==> config.mk <==
export PLATFORM = sky130hd
export DESIGN_NAME = alir_cell
export DESIGN_NICKNAME = d
export VERILOG_FILES = /design/src/alir_pkg.sv /design/src/alir_cell.sv
export SDC_FILE = /design/constraint.sdc
export NUM_CORES = 1
export LEC_CHECK = 0
export ABC_AREA = 1
export ABC_CLOCK_PERIOD_IN_PS = 7100
export BUFFER_PORTS_ARGS = -buffer_cell sky130_fd_sc_hd__buf_2
export CAP_MARGIN = 15
export CORE_MARGIN = 4
export CORE_UTILIZATION = 30
export DETAILED_ROUTE_END_ITERATION = 7
export PLACE_DENSITY = 0.74
export SLEW_MARGIN = 10
export SYNTH_ARGS = -nofsm -noshare
export SYNTH_HDL_FRONTEND = slang
export SYNTH_SLANG_ARGS = --single-unit
==> constraint.sdc <==
create_clock -name clk_i -period 7.1 [get_ports clk_i]
set_input_delay 1.42 -clock clk_i [delete_from_list [all_inputs] [get_ports clk_i]]
set_output_delay 1.42 -clock clk_i [all_outputs]
set_load 0.05 [all_outputs]
==> src/alir_pkg.sv <==
// Shared types and constants for the shifting array list.
package alir_pkg;

  localparam int unsigned DataW = 32;
  localparam int unsigned OpW   = 3;
  localparam int unsigned StW   = 2;

  typedef enum logic [OpW-1:0] {
    OP_INSERT = 3'd0,
    OP_REMOVE = 3'd1,
    OP_READ   = 3'd2,
    OP_WRITE  = 3'd3,
    OP_CLEAR  = 3'd4
  } op_e;

  typedef enum logic [StW-1:0] {
    ST_OK    = 2'd0,
    ST_RANGE = 2'd1,
    ST_FULL  = 2'd2
  } st_e;

  // Broadcast command to every cell of the chain
  typedef struct packed {
    logic ins;
    logic rem;
    logic wr;
  } cell_op_t;

endpackage

==> src/alir_cell.sv <==
// One entry of the list chain: holds a word and takes it from a neighbour on shifts.
module alir_cell #(
  parameter int unsigned CntW = 7,
  parameter int unsigned Pos  = 0
) (
  input  logic                                clk_i,
  input  alir_pkg::cell_op_t                  op_i,
  input  logic [CntW-1:0]                     idx_i,
  input  logic signed [alir_pkg::DataW-1:0]   value_i,
  input  logic signed [alir_pkg::DataW-1:0]   left_i,
  input  logic signed [alir_pkg::DataW-1:0]   right_i,
  output logic signed [alir_pkg::DataW-1:0]   data_o
);
  import alir_pkg::*;

  localparam logic [CntW-1:0] PosC = CntW'(Pos);

  logic signed [DataW-1:0] entry_q, entry_d;
  logic                    at_idx, above_idx;

  assign at_idx    = (idx_i == PosC);
  assign above_idx = (PosC > idx_i);

  // Pick the next word: own, neighbour or new value
  always_comb begin
    entry_d = entry_q;
    if (op_i.ins) begin
      if (above_idx) begin
        entry_d = left_i;
      end else if (at_idx) begin
        entry_d = value_i;
      end
    end else if (op_i.rem) begin
      if (above_idx || at_idx) begin
        entry_d = right_i;
      end
    end else if (op_i.wr && at_idx) begin
      entry_d = value_i;
    end
  end

  // Hold the word; no reset on payload
  always_ff @(posedge clk_i) begin
    entry_q <= entry_d;
  end

  assign data_o = entry_q;

endmodule

Word-level counts from Yosys, hierarchy flattened:

Index checks and enable logic that the tools add are counted.

* register bits after elaboration: 32
* input port bits: 107
* output and inout bits: 32
* word-level logic and storage cells: 15

* magnitude comparators: 1
* equality and inequality tests: 2
* mux-type cells: 6
* reduce and logical (&&, ||, !) cells: 5

Operators with widths (number)
* 2-to-1 mux 32 bit: 6
* > comparator 1 x 7 -> 1 bit, first input constant: 1
* logical NOT 7 bit: 1
* != test 3 x 1 -> 1 bit, second input constant: 2
* AND reduction 3 bit: 1
* nonzero test 3 bit: 1
* logical AND 1 bit: 1
* logical OR 1 bit: 1

Longest topological paths before layout:

* depth in word-level cells: 5
* gate-level depth with buffers: 5
* mapped depth without buffers: 5

Least setup slack after synthesis:

Ideal clock, no wire load.

* path type: input to register
* start: in idx_i[6]
* end: reg entry_q[0], in the netlist data_o[0] (enable)
* arrival time: 2998 ps
* data required time: 6678 ps
* path slack: 3681 ps
* stages: 5
* path through: inv_1 -> nand2_1 -> nor2_1 -> nand2_1 -> nor2_1

* longest elaborated chain between the ends: 4

Ends and longest elaborated chain
* from (decl): RTL line alir_cell.sv:8 `input logic [CntW-1:0] idx_i,`
* > comparator 1 x 7 -> 1 bit or logical NOT 7 bit (tied branches): RTL line alir_cell.sv:22, alir_cell.sv:21
* logical OR 1 bit or logical AND 1 bit (tied branches): RTL line alir_cell.sv:34, alir_cell.sv:37
* != test 3 x 1 -> 1 bit (no source line) or nonzero test 3 bit (tied branches)
* AND reduction 3 bit (no source line) (*)
* to (signal assigned): RTL line alir_cell.sv:44 `entry_q <= entry_d;`
* to (decl): RTL line alir_cell.sv:18 `logic signed [DataW-1:0] entry_q, entry_d;`

Every way passes the cells marked *; elsewhere a longest branch is shown, timed or not.
A chain may end at the register's enable or synchronous reset.

Worst setup path in the final report:

* start: in op_i[1] (netlist bit)
* end: reg entry_q[28], in the netlist data_o[28] (enable)

* longest elaborated chain between the ends: 2

Ends and longest elaborated chain
* from (decl): RTL line alir_cell.sv:7 `input alir_pkg::cell_op_t op_i,`
* != test 3 x 1 -> 1 bit (no source line) or nonzero test 3 bit (tied branches)
* AND reduction 3 bit (no source line) (*)

Marks and branches as above.

==> results.cfg <==
[sta]
min_period_ps = 3040
setup_slack_ps = 4060
relSlewSlack_pct = 39.6
fmax_ghz = 0.329
rsz0062_at_grt = no
period_share_pct = 42.8
setup_viol = 0
final-hold-violation-count = 0
hold_ws_ps = 1410
slew_viol_final = 0
tns_ps = 0
tightest_slew_ps = 904

[placement]
io_buffers = 106
placed_cell_area_um2 = 2090
gp_congestion = 0.727
dp_hpwl_mm = 2.82
dp_slack_ps = 3750
dp_cells = 320

[global_routing]
antenna_found_initial = 0
grt_max_degree = 35
grt_pass1_wl_mm = 6.07
grt_overflow = 0
grtUsageTotal_pct = 12.5
grt_pass1_vias = 1282

[clock_network]
clkTransAtPathRegs_ps = 70
cts_max_level = 2
ctsHoldBuffers = 0
cts_setup_buffers = 0
cts.path.max_buffers = 2
cts_resized = 0
cts_buffers = 5
cts_sinks = 32
root_buffer = clkbuf_8
cts_tree = yes

[min_path]
min_path_type = in2reg
min_to = data_o[25]
min_path_cells = 3
hp-start = value_i[25]

[detailed_routing]
drc = 0
via_per_inst = 4.28
drt_wl_total_mm = 3.99
routedWlPerCell_um = 12.2
vias = 1398
drt_pass1_iterations = 4
first_iter_violations = 45
antenna_left = 0

[yosys]
synth_top_area_cell = edfxtp_1
postSynthAreaPerCell_um2 = 10.2
ys.flop_type = edfxtp_1
syn-num-nets = 261
ys_seq_elements = 32
synth.area.top_cells = edfxtp_1, nand2_1, nand3_1, nand2_2, buf_6
yosysWarningCount = 0
yosysMostFrequentCell = nand2_1
syn_area_um2 = 1570
async_flop_share_pct = 0
syn_inst = 154
yosys-top-cells-count = nand2_1, edfxtp_1, nand3_1, nand2_2, inv_1
synth_edf_count = 32
synth_top_area_share_pct = 61.2
yosysUniqueCellTypes = 12
ys_seq_area_share_pct = 61.2

[cells_and_area]
drive_above_1_share_pct = 48.6
largest_register_ffs = 32
fin_cells = 327
fin_area_um2 = 2170
postLayoutCoreUtil_pct = 42.8
num-fill-cells = 522
area_delta_synth_final_pct = 38.3
final_nets = 364
n_antenna_cell = 0

[pwr]
leakagePower_nw = 1.07
power_mw = 0.394
powerDensity_nw_per_um2 = 181
ir_drop_uv = 66.9

[status]
run_status = completed

[floorplan]
dieArea_um2 = 6450
chipHeight_um = 80.3
ios = 139
num_rows = 26
dieWidth_um = 80.3
core-area_um2 = 5070
initial_utilization_pct = 30.9

[worst_setup_path]
end_kind = register
worstSetupPathType = in2reg
worstSetupStartpointType = primary input
worstPathArrival_ps = 2940
path_cells = buf_2, nor3_1, nor2_4
critPathMaxFanout = 34
slowest_delay_ps = 750
cp.required_ps = 7000
critPathSlowestCell = nor2_4

[run]
max_cap_viol_count = 0
worst max-delay path, delay by kind of cell:
kind / cells / cell delay (ps)
buffers and inverters: 1 / 570
and+or+nand+nor: 2 / 930
area by class of cell:
class	count	area (µm²)	share of cell area (%)
Inverter	7	28.8	1.33
Clock buffer	6	72.6	3.34
Multi-Input combinational cell	105	484	22.3
Timing Repair Buffer	106	531	24.5
Sequential cell	32	961	44.3
Tap cell	70	87.6	4.04
Clock inverter	1	5.00	0.231
placed cells by master (no fill, tap or decap), drive strengths merged:
cell type and count:
nand3 32, nor2 3, clkinv 1, clkbuf 6, nand2 69, inv 7, nor3 1, edfxtp 32
buf 106
worst max path at each step:
| stage | from | end | slack, ps | depth (start not counted) |
|---|---|---|---|---|
| 3_5_place_dp | op_i[1] | data_o[18] | 3750 | 3 |
| 6_report | op_i[1] | data_o[28] | 4060 | 3 |
| 3_3_place_gp | op_i[1] | data_o[18] | 3790 | 3 |
| 2_1_floorplan | idx_i[6] | data_o[0] | 3680 | 5 |
| 5_1_grt | op_i[1] | data_o[31] | 3900 | 3 |
| 4_1_cts | op_i[1] | data_o[10] | 4040 | 3 |
power by group:
part | leakage, nW | internal [mW] | switching [mW] | total (mW)
Combinational | 0.744 | 0.0237 | 0.0298 | 0.0536
Sequential | 0.281 | 0.211 | 0.000235 | 0.211
Clock | 0.0410 | 0.0665 | 0.0626 | 0.129
Total | 1.07 | 0.301 | 0.0926 | 0.394
cell families after synthesis:
group / count (synthesis) / synth area share [%]
flops: 32 / 61.2
buf+inv: 17 / 8.37
simple gates: 105 / 30.4
routing by layer:
metal / GRT usage [%] / wire [µm] / vias to the layer above
met5: 0 / 0 / -
met4: 3.55 / 42 / 0
met3: 4.48 / 331 / 5
met2: 21.2 / 2010 / 57
met1: 15.0 / 1600 / 620
li1: - / - / 716
No activity file was read; power rests on OpenSTA's default activity.
