`src/alir_outbuf.sv`:
```
// Two-slot result buffer: output register plus skid slot.
module alir_outbuf #(
  parameter int unsigned Width = 42
) (
  input  logic             clk_i,
  input  logic             rst_ni,
  input  logic             in_valid_i,
  output logic             in_stall_o,
  input  logic [Width-1:0] data_i,
  output logic             out_valid_o,
  input  logic             out_stall_i,
  output logic [Width-1:0] data_o
);

  logic             head_valid_q, head_valid_d;
  logic             skid_valid_q, skid_valid_d;
  logic [Width-1:0] head_q, head_d;
  logic [Width-1:0] skid_q, skid_d;
  logic             push, pop;

  assign in_stall_o = skid_valid_q;
  assign push       = in_valid_i && !skid_valid_q;
  assign pop        = head_valid_q && !out_stall_i;

  // Advance skid into head when head frees up, else park the new request
  always_comb begin
    head_valid_d = head_valid_q;
    skid_valid_d = skid_valid_q;
    head_d       = head_q;
    skid_d       = skid_q;
    if (!head_valid_q || pop) begin
      if (skid_valid_q) begin
        head_d       = skid_q;
        head_valid_d = 1'b1;
        skid_valid_d = 1'b0;
      end else begin
        head_d       = data_i;
        head_valid_d = push;
      end
    end else if (push) begin
      skid_d       = data_i;
      skid_valid_d = 1'b1;
    end
  end

  // Control state
  always_ff @(posedge clk_i or negedge rst_ni) begin
    if (!rst_ni) begin
      head_valid_q <= 1'b0;
      skid_valid_q <= 1'b0;
    end else begin
      head_valid_q <= head_valid_d;
      skid_valid_q <= skid_valid_d;
    end
  end

  // Payload
  always_ff @(posedge clk_i) begin
    head_q <= head_d;
    skid_q <= skid_d;
  end

  assign out_valid_o = head_valid_q;
  assign data_o      = head_q;

endmodule

```
`config.mk`:
```
export PLATFORM = sky130hd
export DESIGN_NAME = alir_outbuf
export DESIGN_NICKNAME = d
export VERILOG_FILES = /design/src/alir_outbuf.sv
export SDC_FILE = /design/constraint.sdc
export NUM_CORES = 1
export LEC_CHECK = 0
export BUFFER_PORTS_ARGS = -buffer_cell sky130_fd_sc_hd__buf_2
export CAP_MARGIN = 20
export CORE_ASPECT_RATIO = 0.7
export CORE_MARGIN = 2
export CORE_UTILIZATION = 52
export CTS_CLUSTER_DIAMETER = 40
export CTS_CLUSTER_SIZE = 25
export DETAILED_ROUTE_END_ITERATION = 12
export HOLD_SLACK_MARGIN = 0.06
export PLACE_DENSITY = 0.79
export RECOVER_POWER = 100
export REMOVE_ABC_BUFFERS = 1
export SETUP_SLACK_MARGIN = 0.15
export SLEW_MARGIN = 0
export SYNTH_ARGS = -nofsm -noshare
export SYNTH_HDL_FRONTEND = slang
export SYNTH_SLANG_ARGS = --single-unit
```
`constraint.sdc`:
```
create_clock -name clk_i -period 2.8 [get_ports clk_i]
set_clock_uncertainty 0.05 [all_clocks]
set_input_delay 0.42 -clock clk_i [delete_from_list [all_inputs] [get_ports clk_i]]
set_output_delay 0.42 -clock clk_i [all_outputs]
set_load 0.05 [all_outputs]
```
# Word level (Yosys, flattened, before mapping)
# Index checks and enable logic that the tools add are counted.
# totals
ff_bits	86
latchBits	0
ramBits	0
romBits	0
in_bits	46
out_inout_bits	44
elab_cells	17
memories	0
# op_classes
n_addsub	0
mul	0
n_div	0
order_cmp	0
eq_ne	0
shift	0
mux	4
bitwise_logic	1
n_reduce_logical	8
# ops
cell	n
42-bit 2-to-1 mux	1
1-bit zero test	3
1-bit 2-to-1 mux	3
1-bit logical AND	2
2-bit AND reduction	1
2-bit nonzero test	1
1-bit logical OR	1
1-bit inverter	1

# Depth between registers and ports, before layout
# logic_depth
depth_word	5
ltp_mapped	3

# Least setup slack after synthesis
# No wires, ideal clock.
# synth_path
path_type	register -> register
from	reg skid_valid_q (netlist: in_stall_o)
to	reg skid_q[0], enable pin
arrival_ps	2112
required_time_ps	2346
path_slack_ps	234
stages_incl_launch_ff	4
path_buffers	2
synth_period_minus_slack_ps	2566
path_cell_list	dfrtp_1 > buf_6 > buf_6 > and4b_1
# synth_between
elab_chain_len	3
# synth_rtl
element	line	text
start, declared	16	logic skid_valid_q, skid_valid_d;
start signal, assigned	53	skid_valid_q <= skid_valid_d;
1-bit zero test	22	assign push = in_valid_i && !skid_valid_q;
1-bit logical AND	22	
2-bit AND reduction (no line)	-	
end signal, assigned	60	skid_q <= skid_d;
end, declared	18	logic [Width-1:0] skid_q, skid_d;
# Every way passes these cells.
# A chain may end at the register's enable or synchronous reset.

# Worst setup path in the final report
# layout_path
from	reg skid_valid_q (netlist: in_stall_o)
to	out in_stall_o
# layout_rtl
element	line	text
end, declared	8	output logic in_stall_o,
# No word-level cell between the ends.

==> flow_metrics.tcl <==
set metrics [dict create \
    status "finished clean" \
    reg2reg_depth 2 \
    synth_cells 137 \
    clkSlewWorstSetupHoldPaths_ns 0.09 \
    rows 24 \
    r2r_end "data_o[6]" \
    dpl_cell_area_sq_mm 0.00381 \
    clock_sinks 86 \
    core_region_area_sq_mm 0.00619 \
    yosys-top-cells-area "edfxtp_1 76%, mux2_4 17%, buf_12 1.8%" \
    crit_start "in_stall_o" \
    post_cts_resized 0 \
    die_x_microns 99.2 \
    yosysMostFrequentCell "edfxtp_1" \
    drtIter0Drc 66 \
    drive_gt1_share_pct 15.7 \
    nets 283 \
    critPathKind "register to output pin" \
    min_from "data_i[24]" \
    initial_core_util_pct 53.3 \
    tritoncts "done" \
    dpl.hpwl_microns 3660 \
    irDropWorstVdd_uv 415 \
    synth-seq-cells 86 \
    antenna_found_initial 0 \
    setup_tns_ns 0 \
    hold_path_class "primary input to register" \
    ys_types 10 \
    die_h_microns 70.6 \
    rrSetupSlack_ns 0.77 \
    grt_first_pass_wirelength_microns 8020 \
    grt_overflow 0 \
    powerDensity_mw_per_mm2 725 \
    nFillCells 530 \
    pin_count 90 \
    post-route-util_pct 60.6 \
    synth_top_area_cell "edfxtp_1" \
    syn_area_sq_mm 0.00330 \
    worst_slew_pin_slew_ns 1.10 \
    antennaDiodeCount 0 \
    dieArea_sq_mm 0.00701 \
    grt_usage_pct 15.9 \
    synth_common_cells "84 x edfxtp_1, 37 x mux2_4, 5 x mux2_2, 3 x buf_12" \
    dp_cells 303 \
    port_buffers 89 \
    path_max_fanout 26 \
    cp-end-kind "output pin" \
    root_buffer "clkbuf_8" \
    yosysWarnings 0 \
    setup.worst_path.end "in_stall_o" \
    final-hold-violation-count 0 \
    synth_edf_count 84 \
    synthFlopType "edfxtp_1" \
    fmax_mhz 492 \
    finalSetupViolCount 0 \
    drv_cap 0 \
    syn_area_per_cell_sq_um 24.1 \
    vias_per_cell 4.84 \
    instances_no_fill 320 \
    rsz0062_at_grt "no" \
    clockBufferDepth 2 \
    htree_levels 3 \
    crit_arrival_ns 1.56 \
    cts_buffers 9 \
    wirelength_microns 5500 \
    synth_top_area_share_pct 76.5 \
    grt_pass1_vias 1538 \
    post-route-min-period_ns 2.03 \
    routabilityCongestion 0.738 \
    final_area_sq_mm 0.00375 \
    syn_to_final_growth_pct 13.6 \
    relSlewSlack_pct 26.5 \
    r2r_start "out_valid_o" \
    clock_latency_ns 0.35 \
    drt-wirelength-per-cell_microns 17.2 \
    ys_seq_area_share_pct 78.0 \
    via_count 1548 \
    required_ns 2.33 \
    power_leakage_nw 1.27 \
    multiInputGateArea_sq_um 509 \
    min_period_over_period_pct 72.7 \
    grt_max_degree 30 \
    seq_area_sq_mm 0.00257 \
    finalMaxSlewViolations 0 \
    synthArstFlopShare_pct 2.33 \
    drc_errors 0 \
    antenna_left 0 \
    startpoint_type "register" \
    firstDrtPassIters 4 \
]
==> sequential cells by signal (all words and copies together), names as in the netlist <==
| register | cells |
|---|---|
| out_valid_o | 1 |
| skid_q | 42 |
| data_o | 42 |
| in_stall_o | 1 |
==> final cells by class <==
type                       instances  area share [%]
multi-input combinational         46            13.6
tap                               78            2.60
clock inverter                     7            1.30
sequential                        86            68.7
timing repair buffer              94            10.5
clock buffer                       9            3.30
==> stage by stage <==
step	hold slack [ns]	total power [W]	worst slack, ns
after floorplan	0.0744	0.00193	-0.397
after global placement	0.156	0.00204	1.08
after detailed placement	0.158	0.00205	1.03
after CTS	0.182	0.00282	0.824
after global routing	0.174	0.00283	0.637
final	0.198	0.00272	0.766
==> critical path, stage by stage, from the launching register on <==
cell and delay (ns):
dfrtp_2 0.38, buf_4 0.32, clkbuf_1 0.51
==> metal layers <==
| layer | vias to the layer above | track usage [%] | wire (microns) |
|---|---|---|---|
| met2 | 65 | 22.7 | 2310 |
| met4 | 0 | 4.57 | 61 |
| li1 | 747 | - | - |
| met3 | 8 | 8.70 | 497 |
| met5 | - | 0 | 0 |
| met1 | 728 | 21.3 | 2630 |
==> cell families after synthesis <==
logic type / after synthesis / share of synthesized area, %
AOI/OAI and AO/OA: 2 / 0.569
buffers and inverters: 5 / 2.50
muxes: 42 / 18.5
and+or+nand+nor: 2 / 0.417
DFF: 86 / 78.0
==> what timing repair did <==
action	4_1_cts	5_1_grt
endpoints found under the hold margin	2	0
hold buffers	1	0
setup buffers	0	0
==> cell usage in the layout (no fill, tap or decap) <==
cell           instances
inv_6                  2
buf_12                 1
edfxtp_1              84
clkbuf_1              78
o211a_1                1
dlygate4sd3_1          1
mux2_2                 5
mux2_1                36
nand2_1                1
clkbuf_8               9
buf_2                 12
mux2_4                 1
clkinv_2               3
clkinv_4               1
clkbuf_2               1
clkinvlp_4             1
dfrtp_1                1
a211o_1                1
buf_4                  1
dfrtp_2                1
and4b_1                1
==> power by group <==
group / internal, W / switching (W) / leakage (nW) / total [W]
clock network: 0.000325 / 0.000440 / 0.0898 / 0.000765
logic: 0.0000870 / 0.000319 / 0.352 / 0.000406
registers: 0.00152 / 0.0000252 / 0.828 / 0.00155
==> worst min-delay path by stage <==
stage          slack, ns     endpoint  cells past startpoint
2_1_floorplan       0.07   in_stall_o                      0
3_3_place_gp        0.16  out_valid_o                      1
3_5_place_dp        0.16  out_valid_o                      1
4_1_cts             0.18   skid_q[24]                      1
5_1_grt             0.17   skid_q[11]                      1
6_report            0.20   skid_q[24]                      1
Note: power is estimated with default switching activity, not from simulation.
